<file path="config.mk">
export PLATFORM = sky130hd
export DESIGN_NAME = icmp_router_forward_decision
export DESIGN_NICKNAME = d
export VERILOG_FILES = /design/src/rtl/irfd_pkg.sv /design/src/rtl/irfd_cmp.sv /design/src/rtl/icmp_router_forward_decision.sv
export SDC_FILE = /design/constraint.sdc
export NUM_CORES = 2
export LEC_CHECK = 0
export BUFFER_PORTS_ARGS = -buffer_cell sky130_fd_sc_hd__buf_2
export CAP_MARGIN = 40
export CORE_MARGIN = 1.5
export CORE_UTILIZATION = 25
export DETAILED_ROUTE_END_ITERATION = 16
export GPL_TIMING_DRIVEN = 0
export RECOVER_POWER = 100
export SLEW_MARGIN = 30
export SYNTH_ARGS = -nofsm -noshare
export SYNTH_HDL_FRONTEND = slang
export SYNTH_SLANG_ARGS = --single-unit
</file>
<file path="constraint.sdc">
create_clock -name i_clk -period 23.2 [get_ports i_clk]
set_input_delay 1.16 -clock i_clk [delete_from_list [all_inputs] [get_ports i_clk]]
set_output_delay 1.16 -clock i_clk [all_outputs]
set_load 0.03 [all_outputs]
</file>
<file path="src/rtl/irfd_pkg.sv">
// ----------------------------------------------------------------------------
// irfd_pkg: shared types and codes for the icmp router forward decision
// action, verdict and icmp type codes, plus the compare unit request
// ----------------------------------------------------------------------------
package irfd_pkg;

    typedef logic [1:0]  t_action;
    typedef logic [2:0]  t_verdict;
    typedef logic [31:0] t_ipv4;
    typedef logic [47:0] t_mac;

    localparam t_action ACT_PACKET = 2'd0;
    localparam t_action ACT_ROUTE  = 2'd1;
    localparam t_action ACT_ARP    = 2'd2;
    localparam t_action ACT_OWN    = 2'd3;

    localparam t_verdict V_DROP     = 3'd0;
    localparam t_verdict V_REPLY    = 3'd1;
    localparam t_verdict V_FORWARD  = 3'd2;
    localparam t_verdict V_NO_ROUTE = 3'd3;
    localparam t_verdict V_NO_ARP   = 3'd4;
    localparam t_verdict V_WRITE    = 3'd5;

    localparam logic [7:0] KIND_ECHO_REQ = 8'd8;
    localparam logic [7:0] ICMP_REPLY    = 8'd0;

    localparam t_ipv4 IP_ZERO  = 32'h0000_0000;
    localparam t_ipv4 IP_ONES  = 32'hFFFF_FFFF;
    localparam t_mac  MAC_ZERO = 48'h0;

    // one masked compare of a key against a stored entry
    typedef struct packed {
        logic  valid;
        t_ipv4 key;
        t_ipv4 mask;
        t_ipv4 pattern;
    } t_cmp_req;

endpackage

</file>
<file path="src/rtl/irfd_cmp.sv">
// ----------------------------------------------------------------------------
// irfd_cmp: shared masked address compare
// hit when the entry is valid and (key & mask) equals the stored pattern
// ----------------------------------------------------------------------------
module irfd_cmp (
    input  irfd_pkg::t_cmp_req i_req,
    output logic               o_hit
);
    import irfd_pkg::*;

    t_ipv4 w_masked;

    assign w_masked = i_req.key & i_req.mask;
    assign o_hit    = i_req.valid && (w_masked == i_req.pattern);

endmodule

</file>
<file path="src/rtl/icmp_router_forward_decision.sv">
// ----------------------------------------------------------------------------
// icmp_router_forward_decision: ipv4 first-match route lookup with arp
// own address check, route table walk and arp walk through one compare unit
// ----------------------------------------------------------------------------
//  channel | direction | handshake                  | payload
//  in      | input     | i_in_valid / o_in_ready    | i_action .. i_entry_mac
//  out     | output    | o_out_valid / i_out_ready  | o_verdict .. o_next_hop_mac
//
//  a table write or a dropped packet goes straight to the done state; other
//  packets walk the own address, route and arp tables in turn, one table entry
//  per cycle through the shared compare and a registered read.
//  o_in_ready is high only while no item is in progress; a finished result
//  waits in the output register while the next item is taken.
//  a stalled output holds the sequencer in its final state until the register frees.
//  reset clears valid bits and control; table contents are not cleared.
// ----------------------------------------------------------------------------
module icmp_router_forward_decision #(
    parameter int ROUTE_ENTRIES = 8,
    parameter int ARP_ENTRIES   = 8,
    parameter int OWN_ADDRESSES = 2
) (
    input  logic                i_clk,
    input  logic                i_rst_n,
    input  logic                i_in_valid,
    output logic                o_in_ready,
    input  irfd_pkg::t_action   i_action,
    input  logic [2:0]          i_entry_index,
    input  irfd_pkg::t_ipv4     i_source_ip,
    input  irfd_pkg::t_ipv4     i_dest_ip,
    input  logic [7:0]          i_icmp_kind,
    input  logic [7:0]          i_hop_limit,
    input  irfd_pkg::t_ipv4     i_entry_address,
    input  irfd_pkg::t_ipv4     i_entry_mask,
    input  irfd_pkg::t_ipv4     i_entry_gateway,
    input  logic [3:0]          i_entry_port,
    input  irfd_pkg::t_mac      i_entry_mac,
    output logic                o_out_valid,
    input  logic                i_out_ready,
    output irfd_pkg::t_verdict  o_verdict,
    output irfd_pkg::t_ipv4     o_out_source_ip,
    output irfd_pkg::t_ipv4     o_out_dest_ip,
    output logic [7:0]          o_out_icmp_kind,
    output logic [7:0]          o_out_hop_limit,
    output logic [3:0]          o_out_port,
    output irfd_pkg::t_ipv4     o_next_hop_ip,
    output irfd_pkg::t_mac      o_next_hop_mac
);
    import irfd_pkg::*;

    localparam int RW   = (ROUTE_ENTRIES > 1) ? $clog2(ROUTE_ENTRIES) : 1;
    localparam int AW   = (ARP_ENTRIES > 1) ? $clog2(ARP_ENTRIES) : 1;
    localparam int OW   = (OWN_ADDRESSES > 1) ? $clog2(OWN_ADDRESSES) : 1;
    localparam int MAXN = (ROUTE_ENTRIES > ARP_ENTRIES) ?
                          ((ROUTE_ENTRIES > OWN_ADDRESSES) ? ROUTE_ENTRIES : OWN_ADDRESSES) :
                          ((ARP_ENTRIES > OWN_ADDRESSES) ? ARP_ENTRIES : OWN_ADDRESSES);
    localparam int CW   = $clog2(MAXN + 1);

    localparam logic [2:0] S_IDLE  = 3'd0;
    localparam logic [2:0] S_OWN   = 3'd1;
    localparam logic [2:0] S_ROUTE = 3'd2;
    localparam logic [2:0] S_ARP   = 3'd3;
    localparam logic [2:0] S_DONE  = 3'd4;

    // table storage
    t_ipv4      rt_dest_mem [ROUTE_ENTRIES];
    t_ipv4      rt_mask_mem [ROUTE_ENTRIES];
    t_ipv4      rt_gw_mem   [ROUTE_ENTRIES];
    logic [3:0] rt_port_mem [ROUTE_ENTRIES];
    t_ipv4      arp_ip_mem  [ARP_ENTRIES];
    t_mac       arp_mac_mem [ARP_ENTRIES];
    t_ipv4      own_mem     [OWN_ADDRESSES];

    logic [ROUTE_ENTRIES-1:0] r_rt_valid;
    logic [ARP_ENTRIES-1:0]   r_arp_valid;
    logic [OWN_ADDRESSES-1:0] r_own_valid;

    // registered read data
    t_ipv4      r_rt_dest_q, r_rt_mask_q, r_rt_gw_q, r_arp_ip_q, r_own_q;
    logic [3:0] r_rt_port_q;
    t_mac       r_arp_mac_q;
    logic       r_rt_vq, r_arp_vq, r_own_vq;

    // sequencer
    logic [2:0]    r_state, n_state;
    logic [CW-1:0] r_cnt, n_cnt;
    logic [CW-1:0] r_qidx;
    logic          r_pend, n_pend;

    // working result
    t_verdict   r_verdict, n_verdict;
    t_ipv4      r_res_src, n_res_src;
    t_ipv4      r_res_dst, n_res_dst;
    logic [7:0] r_res_kind, n_res_kind;
    logic [7:0] r_res_ttl, n_res_ttl;
    logic [7:0] r_ttl, n_ttl;
    logic [3:0] r_res_port, n_res_port;
    t_ipv4      r_res_hop, n_res_hop;
    t_mac       r_res_mac, n_res_mac;

    // output register
    logic       r_out_valid;
    t_verdict   r_o_verdict;
    t_ipv4      r_o_src, r_o_dst, r_o_hop;
    logic [7:0] r_o_kind, r_o_ttl;
    logic [3:0] r_o_port;
    t_mac       r_o_mac;

    logic     w_in_xfer;
    logic     w_out_free;
    logic     w_rt_we, w_arp_we, w_own_we;
    logic     w_hit;
    logic     w_last;
    logic     w_issue;
    t_cmp_req w_req;
    t_ipv4    w_gw_hop;

    assign w_in_xfer  = i_in_valid && o_in_ready;
    assign w_out_free = !r_out_valid || i_out_ready;

    assign w_rt_we  = w_in_xfer && (i_action == ACT_ROUTE) &&
                      (int'(i_entry_index) < ROUTE_ENTRIES);
    assign w_arp_we = w_in_xfer && (i_action == ACT_ARP) &&
                      (int'(i_entry_index) < ARP_ENTRIES);
    assign w_own_we = w_in_xfer && (i_action == ACT_OWN) &&
                      (int'(i_entry_index) < OWN_ADDRESSES);

    // table writes and one registered read per table at the scan count
    always_ff @(posedge i_clk) begin
        if (w_rt_we) begin
            rt_dest_mem[RW'(i_entry_index)] <= i_entry_address;
            rt_mask_mem[RW'(i_entry_index)] <= i_entry_mask;
            rt_gw_mem[RW'(i_entry_index)]   <= i_entry_gateway;
            rt_port_mem[RW'(i_entry_index)] <= i_entry_port;
        end
        if (w_arp_we) begin
            arp_ip_mem[AW'(i_entry_index)]  <= i_entry_address;
            arp_mac_mem[AW'(i_entry_index)] <= i_entry_mac;
        end
        if (w_own_we) begin
            own_mem[OW'(i_entry_index)] <= i_entry_address;
        end
        r_rt_dest_q <= rt_dest_mem[r_cnt[RW-1:0]];
        r_rt_mask_q <= rt_mask_mem[r_cnt[RW-1:0]];
        r_rt_gw_q   <= rt_gw_mem[r_cnt[RW-1:0]];
        r_rt_port_q <= rt_port_mem[r_cnt[RW-1:0]];
        r_arp_ip_q  <= arp_ip_mem[r_cnt[AW-1:0]];
        r_arp_mac_q <= arp_mac_mem[r_cnt[AW-1:0]];
        r_own_q     <= own_mem[r_cnt[OW-1:0]];
        r_rt_vq     <= r_rt_valid[r_cnt[RW-1:0]];
        r_arp_vq    <= r_arp_valid[r_cnt[AW-1:0]];
        r_own_vq    <= r_own_valid[r_cnt[OW-1:0]];
        r_qidx      <= r_cnt;
    end

    always_ff @(posedge i_clk) begin
        if (!i_rst_n) begin
            r_rt_valid  <= '0;
            r_arp_valid <= '0;
            r_own_valid <= '0;
        end else begin
            if (w_rt_we) begin
                r_rt_valid[RW'(i_entry_index)] <= 1'b1;
            end
            if (w_arp_we) begin
                r_arp_valid[AW'(i_entry_index)] <= 1'b1;
            end
            if (w_own_we) begin
                r_own_valid[OW'(i_entry_index)] <= 1'b1;
            end
        end
    end

    // shared compare unit, fed by the phase in progress
    always_comb begin
        w_req = '0;
        case (r_state)
            S_OWN: begin
                w_req.valid   = r_pend && r_own_vq;
                w_req.key     = r_res_dst;
                w_req.mask    = IP_ONES;
                w_req.pattern = r_own_q;
            end
            S_ROUTE: begin
                w_req.valid   = r_pend && r_rt_vq;
                w_req.key     = r_res_dst;
                w_req.mask    = r_rt_mask_q;
                w_req.pattern = r_rt_dest_q;
            end
            S_ARP: begin
                w_req.valid   = r_pend && r_arp_vq;
                w_req.key     = r_res_hop;
                w_req.mask    = IP_ONES;
                w_req.pattern = r_arp_ip_q;
            end
            default: begin
                w_req = '0;
            end
        endcase
    end

    irfd_cmp u_cmp (
        .i_req (w_req),
        .o_hit (w_hit)
    );

    // last entry of the phase has been compared, and next entry to read exists
    always_comb begin
        w_last  = 1'b0;
        w_issue = 1'b0;
        case (r_state)
            S_OWN: begin
                w_last  = r_pend && (r_qidx == CW'(OWN_ADDRESSES - 1));
                w_issue = int'(r_cnt) < OWN_ADDRESSES;
            end
            S_ROUTE: begin
                w_last  = r_pend && (r_qidx == CW'(ROUTE_ENTRIES - 1));
                w_issue = int'(r_cnt) < ROUTE_ENTRIES;
            end
            S_ARP: begin
                w_last  = r_pend && (r_qidx == CW'(ARP_ENTRIES - 1));
                w_issue = int'(r_cnt) < ARP_ENTRIES;
            end
            default: begin
                w_last  = 1'b0;
                w_issue = 1'b0;
            end
        endcase
    end

    assign w_gw_hop = (r_rt_gw_q != IP_ZERO) ? r_rt_gw_q : r_res_dst;

    always_comb begin
        n_state    = r_state;
        n_cnt      = r_cnt;
        n_pend     = 1'b0;
        n_verdict  = r_verdict;
        n_res_src  = r_res_src;
        n_res_dst  = r_res_dst;
        n_res_kind = r_res_kind;
        n_res_ttl  = r_res_ttl;
        n_ttl      = r_ttl;
        n_res_port = r_res_port;
        n_res_hop  = r_res_hop;
        n_res_mac  = r_res_mac;
        if (w_issue) begin
            n_cnt  = r_cnt + CW'(1);
            n_pend = 1'b1;
        end
        case (r_state)
            S_IDLE: begin
                n_cnt = '0;
                if (w_in_xfer) begin
                    n_res_src  = IP_ZERO;
                    n_res_dst  = IP_ZERO;
                    n_res_kind = 8'd0;
                    n_res_ttl  = 8'd0;
                    n_res_port = 4'd0;
                    n_res_hop  = IP_ZERO;
                    n_res_mac  = MAC_ZERO;
                    n_state    = S_DONE;
                    if (i_action != ACT_PACKET) begin
                        n_verdict = V_WRITE;
                    end else if (i_icmp_kind != KIND_ECHO_REQ && i_icmp_kind != ICMP_REPLY) begin
                        n_verdict = V_DROP;
                    end else begin
                        // forward fields by default, replaced on reply
                        n_res_src  = i_source_ip;
                        n_res_dst  = i_dest_ip;
                        n_res_kind = i_icmp_kind;
                        n_res_ttl  = i_hop_limit - 8'd1;
                        n_ttl      = i_hop_limit;
                        n_state    = S_OWN;
                    end
                end
            end
            S_OWN: begin
                if (w_hit) begin
                    n_verdict  = V_REPLY;
                    n_res_src  = r_res_dst;
                    n_res_dst  = r_res_src;
                    n_res_kind = ICMP_REPLY;
                    n_res_ttl  = r_ttl;
                    n_state    = S_DONE;
                end else if (w_last) begin
                    n_state = S_ROUTE;
                    n_cnt   = '0;
                    n_pend  = 1'b0;
                end
            end
            S_ROUTE: begin
                if (w_hit) begin
                    n_res_port = r_rt_port_q;
                    n_res_hop  = w_gw_hop;
                    n_state    = S_ARP;
                    n_cnt      = '0;
                    n_pend     = 1'b0;
                end else if (w_last) begin
                    n_verdict = V_NO_ROUTE;
                    n_state   = S_DONE;
                end
            end
            S_ARP: begin
                if (w_hit) begin
                    n_verdict = V_FORWARD;
                    n_res_mac = r_arp_mac_q;
                    n_state   = S_DONE;
                end else if (w_last) begin
                    n_verdict = V_NO_ARP;
                    n_state   = S_DONE;
                end
            end
            S_DONE: begin
                if (w_out_free) begin
                    n_state = S_IDLE;
                end
            end
            default: begin
                n_state = S_IDLE;
            end
        endcase
        if (n_state == S_DONE || n_state == S_IDLE) begin
            n_pend = 1'b0;
        end
    end

    always_ff @(posedge i_clk) begin
        if (!i_rst_n) begin
            r_state <= S_IDLE;
            r_cnt   <= '0;
            r_pend  <= 1'b0;
        end else begin
            r_state <= n_state;
            r_cnt   <= n_cnt;
            r_pend  <= n_pend;
        end
    end

    always_ff @(posedge i_clk) begin
        r_verdict  <= n_verdict;
        r_res_src  <= n_res_src;
        r_res_dst  <= n_res_dst;
        r_res_kind <= n_res_kind;
        r_res_ttl  <= n_res_ttl;
        r_ttl      <= n_ttl;
        r_res_port <= n_res_port;
        r_res_hop  <= n_res_hop;
        r_res_mac  <= n_res_mac;
    end

    // output register, loaded from the working result when free
    always_ff @(posedge i_clk) begin
        if (!i_rst_n) begin
            r_out_valid <= 1'b0;
        end else if (r_state == S_DONE && w_out_free) begin
            r_out_valid <= 1'b1;
        end else if (i_out_ready) begin
            r_out_valid <= 1'b0;
        end
    end

    always_ff @(posedge i_clk) begin
        if (r_state == S_DONE && w_out_free) begin
            r_o_verdict <= r_verdict;
            r_o_src     <= r_res_src;
            r_o_dst     <= r_res_dst;
            r_o_kind    <= r_res_kind;
            r_o_ttl     <= r_res_ttl;
            r_o_port    <= r_res_port;
            r_o_hop     <= r_res_hop;
            r_o_mac     <= r_res_mac;
        end
    end

    assign o_in_ready      = (r_state == S_IDLE);
    assign o_out_valid     = r_out_valid;
    assign o_verdict       = r_o_verdict;
    assign o_out_source_ip = r_o_src;
    assign o_out_dest_ip   = r_o_dst;
    assign o_out_icmp_kind = r_o_kind;
    assign o_out_hop_limit = r_o_ttl;
    assign o_out_port      = r_o_port;
    assign o_next_hop_ip   = r_o_hop;
    assign o_next_hop_mac  = r_o_mac;

    a_idle_holds: assert property (@(posedge i_clk) disable iff (!i_rst_n)
        (r_state == S_IDLE && !i_in_valid) |=> (r_state == S_IDLE))
        else $error("sequencer left idle without an input transfer");

    a_scan_bound: assert property (@(posedge i_clk) disable iff (!i_rst_n)
        (r_state == S_ROUTE && r_pend) |-> (int'(r_qidx) < ROUTE_ENTRIES))
        else $error("route compare beyond table depth");

    a_reply_fields: assert property (@(posedge i_clk) disable iff (!i_rst_n)
        (o_out_valid && o_verdict == V_REPLY) |->
        (o_out_icmp_kind == ICMP_REPLY && o_out_port == 4'd0 &&
         o_next_hop_ip == IP_ZERO && o_next_hop_mac == MAC_ZERO))
        else $error("reply carries forwarding fields");

    a_no_route_fields: assert property (@(posedge i_clk) disable iff (!i_rst_n)
        (o_out_valid && o_verdict == V_NO_ROUTE) |->
        (o_out_port == 4'd0 && o_next_hop_ip == IP_ZERO && o_next_hop_mac == MAC_ZERO))
        else $error("no-route result carries next hop");

    a_done_loads: assert property (@(posedge i_clk) disable iff (!i_rst_n)
        (r_state == S_DONE && w_out_free) |=> (o_out_valid && r_state == S_IDLE))
        else $error("finished result not presented");

endmodule

</file>
==> reports/qor.yml <==
place_ws_ps: 18350
layout.cells.non_filler: 8642
async_flop_share_pct: 0
max-cap-violations: 3
cts_buffers: 208
dp.final_hpwl_um: 161000
place_inst: 8239
synth.ff_latch_count: 2092
hold_violations: 0
wl_um: 219000
ys_seq_area_share_pct: 79.6
ys_top_cells_by_area: "edfxtp_1 73%, mux4_2 11%, dfxtp_1 6.5%, mux2_2 3.4%, nand2_1 0.98%"
die_w_um: 554
fill_cells: 29600
drt_iter0_drc: 3647
cp_num_buf_inv: 6
crit_chain: "clkbuf_1, nor2b_1, clkbuf_1, clkbuf_1, a22oi_1, xnor2_1, nand4_1, a211oi_1, o21ai_0, o21ai_0, clkbuf_1, clkbuf_1, clkbuf_1"
drc: 0
coreArea_mm2: 0.302
grt_pass1_vias: 38900
min_period_over_period_pct: 40.0
crit_type: "reg2reg"
die_h_um: 554
grt-ovfl-total: 0
postCtsSetupBuffers: 0
rsz0062_at_grt: "false"
syn-cell-area_mm2: 0.0758
drt_pre_antenna_iters: 8
cp.required_ps: 23660
path_max_fanout: 17
start_util_pct: 25.1
cts_hold_buf: 0
wl_met1_um: 86300
ctsResizeCount: 0
worst_pin_slew_ps: 2650
ys_types: 55
cp-end-kind: "register"
avgRoutedWirePerCell_um: 25.3
yosysWarnings: 0
grt_max_degree: 25
crit_arrival_ps: 9740
clk_path_buf_depth: 4
avgViaCountPerCell: 4.45
die_area_mm2: 0.307
route.met3.wl_um: 17600
synth.avg_cell_area_um2: 21.2
status: "complete, but fails checks"
post_route_cells_drive_above_1_share_pct: 22.0
synth_top_area_share_pct: 73.1
cpMostUsedCell: "clkbuf_1"
clkTransAtPathRegs_ps: 70
gp_congestion: 0.838
fin_ws_ps: 13930
finClkSkew_ps: 137
htreeDepth: 4
critical-path-top-delay-family: "buffers and inverters"
portBuffers: 403
setup_violations: 0
power_density_mw_per_mm2: 84.7
slowest_stage: "o21ai_0"
nets: 4720
synthCells: 3585
maxUsedRoutingLayer: "met5"
synth_edf_count: 1846
cpPeakStageDelay_ps: 2160
met2WireLength_um: 104000
insertion_delay_ps: 930
slew_viol_final: 53
min_path_type: "reg2reg"
antenna_left: 0
ios: 406
setup_tns_ps: 0
cts_root_buf: "clkbuf_16"
yosysTopAreaCell: "edfxtp_1"
syn_to_final_growth_pct: 19.4
post-route-util_pct: 30.0
peakVddDrop_mv: 0.0672
relSlewSlack_pct: -78.5
vias: 38400
rows: 202
antenna_found_initial: 89
min_period_ps: 9270
ys.flop_type: "edfxtp_1"
cts_sinks: 2092
hold_ws_ps: 366
grt_first_pass_wirelength_um: 301000
track_usage_pct: 13.9
p_leak_nw: 27.8
max_clock_freq_mhz: 108
cts_tree: "built"
failed_checks: "max-capacitance violations, max-slew violations"
crit_path_start_kind: "register"
-- layer usage --
metal / GRT usage, % / vias to the layer above
li1: - / 16200
met1: 17.2 / 20000
met2: 22.8 / 1657
met3: 3.49 / 499
met4: 6.24 / 56
met5: 0 / -
-- Yosys cell counts (all sizes together) (20+ instances only) --
master / n
mux4: 364
a22oi: 30
xor2: 20
buf: 75
o21ai: 80
nor2: 97
and2: 54
a21oi: 61
nand2: 198
dfxtp: 246
xnor2: 32
mux2: 243
edfxtp: 1846
clkbuf: 100
-- flip-flops by register name, summed over array words and instances (netlist names), 32 cells and up --
register,flops
r_rt_dest_q,32
rt_mask_mem,256
arp_ip_mem,256
r_res_src,32
rt_gw_mem,256
arp_mac_mem,384
r_rt_mask_q,32
r_res_mac,48
rt_dest_mem,256
r_arp_mac_q,48
rt_port_mem,32
r_rt_gw_q,32
o_out_source_ip,32
r_own_q,32
r_res_hop,32
o_out_dest_ip,32
r_arp_ip_q,32
o_next_hop_mac,48
r_res_dst,32
own_mem,64
o_next_hop_ip,32
-- layout make-up --
cell class,count,area [µm²],area share [%]
clock inverter,112,1170,1.29
buffer,175,756,0.835
timing repair buffer,680,2920,3.22
inverter,6,22.5,0.0249
antenna,15,37.5,0.0415
tap,3978,4980,5.50
clock buffer,266,5580,6.16
multi-input combinational,1318,14700,16.3
sequential,2092,60400,66.7
-- path summary, 6_finish.rpt --
path | from | endpoint | slack, ps | cells past startpoint
worst min register to register | r_cnt[2] | r_qidx[2] | 370 | 0
worst min-delay path | r_cnt[2] | r_qidx[2] | 370 | 0
worst max-delay path | r_state[0] | r_res_src[30] | 13930 | 13
worst max register to register | r_state[0] | r_res_src[30] | 13930 | 13
-- report_power, final --
part / internal (mW) / switching, mW / leakage [nW]
registers: 4.14 / 0.0334 / 18.9
logic: 0.0272 / 0.114 / 5.58
clock network: 1.93 / 1.42 / 3.29
-- through the flow --
| step | total power [mW] | cell area (µm²) |
|---|---|---|
| 6_report | 7.67 | 90500 |
| 3_5_place_dp | 4.42 | 86400 |
| 2_1_floorplan | 4.30 | 75900 |
| 3_3_place_gp | 4.41 | 82900 |
| 5_1_grt | 7.88 | 90500 |
| 4_1_cts | 7.76 | 93100 |
-- layout by cell type, fill, tap and decap left out, types with 16 or more instances in the layout --
cell type  Yosys  final
dfxtp_1      246    246
mux2_2       231    196
and2_1        53     22
clkbuf_1     100    737
clkbuf_16      0    210
xnor2_1       32     32
edfxtp_1    1846   1846
xor2_1        20     20
clkbuf_8       0     16
nor3_1        19     19
bufinv_16      0     21
a31oi_1       19     19
buf_2         12    101
and2_0         1     32
buf_6          5     19
a22oi_1       26     26
clkinv_1       0     33
nand2_1      198    198
clkinv_2       0     38
nor2_1        97     97
nand3_1       17     17
mux2_1         3     38
a21oi_1       60     60
mux4_2       364    364
o21ai_0       79     80
-- worst register-to-register path: stages, from the launching register on --
cell and delay, ps:
dfxtp_1 310, clkbuf_1 640, nor2b_1 250, clkbuf_1 680, clkbuf_1 650, a22oi_1 270
xnor2_1 260, nand4_1 140, a211oi_1 590, o21ai_0 620, o21ai_0 2160, clkbuf_1 850
clkbuf_1 840, clkbuf_1 630
-- logic make-up after synthesis --
group | share of synthesized area (%)
adder cells (fa/ha/maj) | 0.0330
AND/OR/NAND/NOR | 2.63
buffers and inverters | 1.00
flip-flops | 79.6
XOR/XNOR | 0.601
other | 0.00494
AO/OA/AOI/OAI | 1.67
multiplexers | 14.5
No activity file was read; power rests on OpenSTA's default activity.
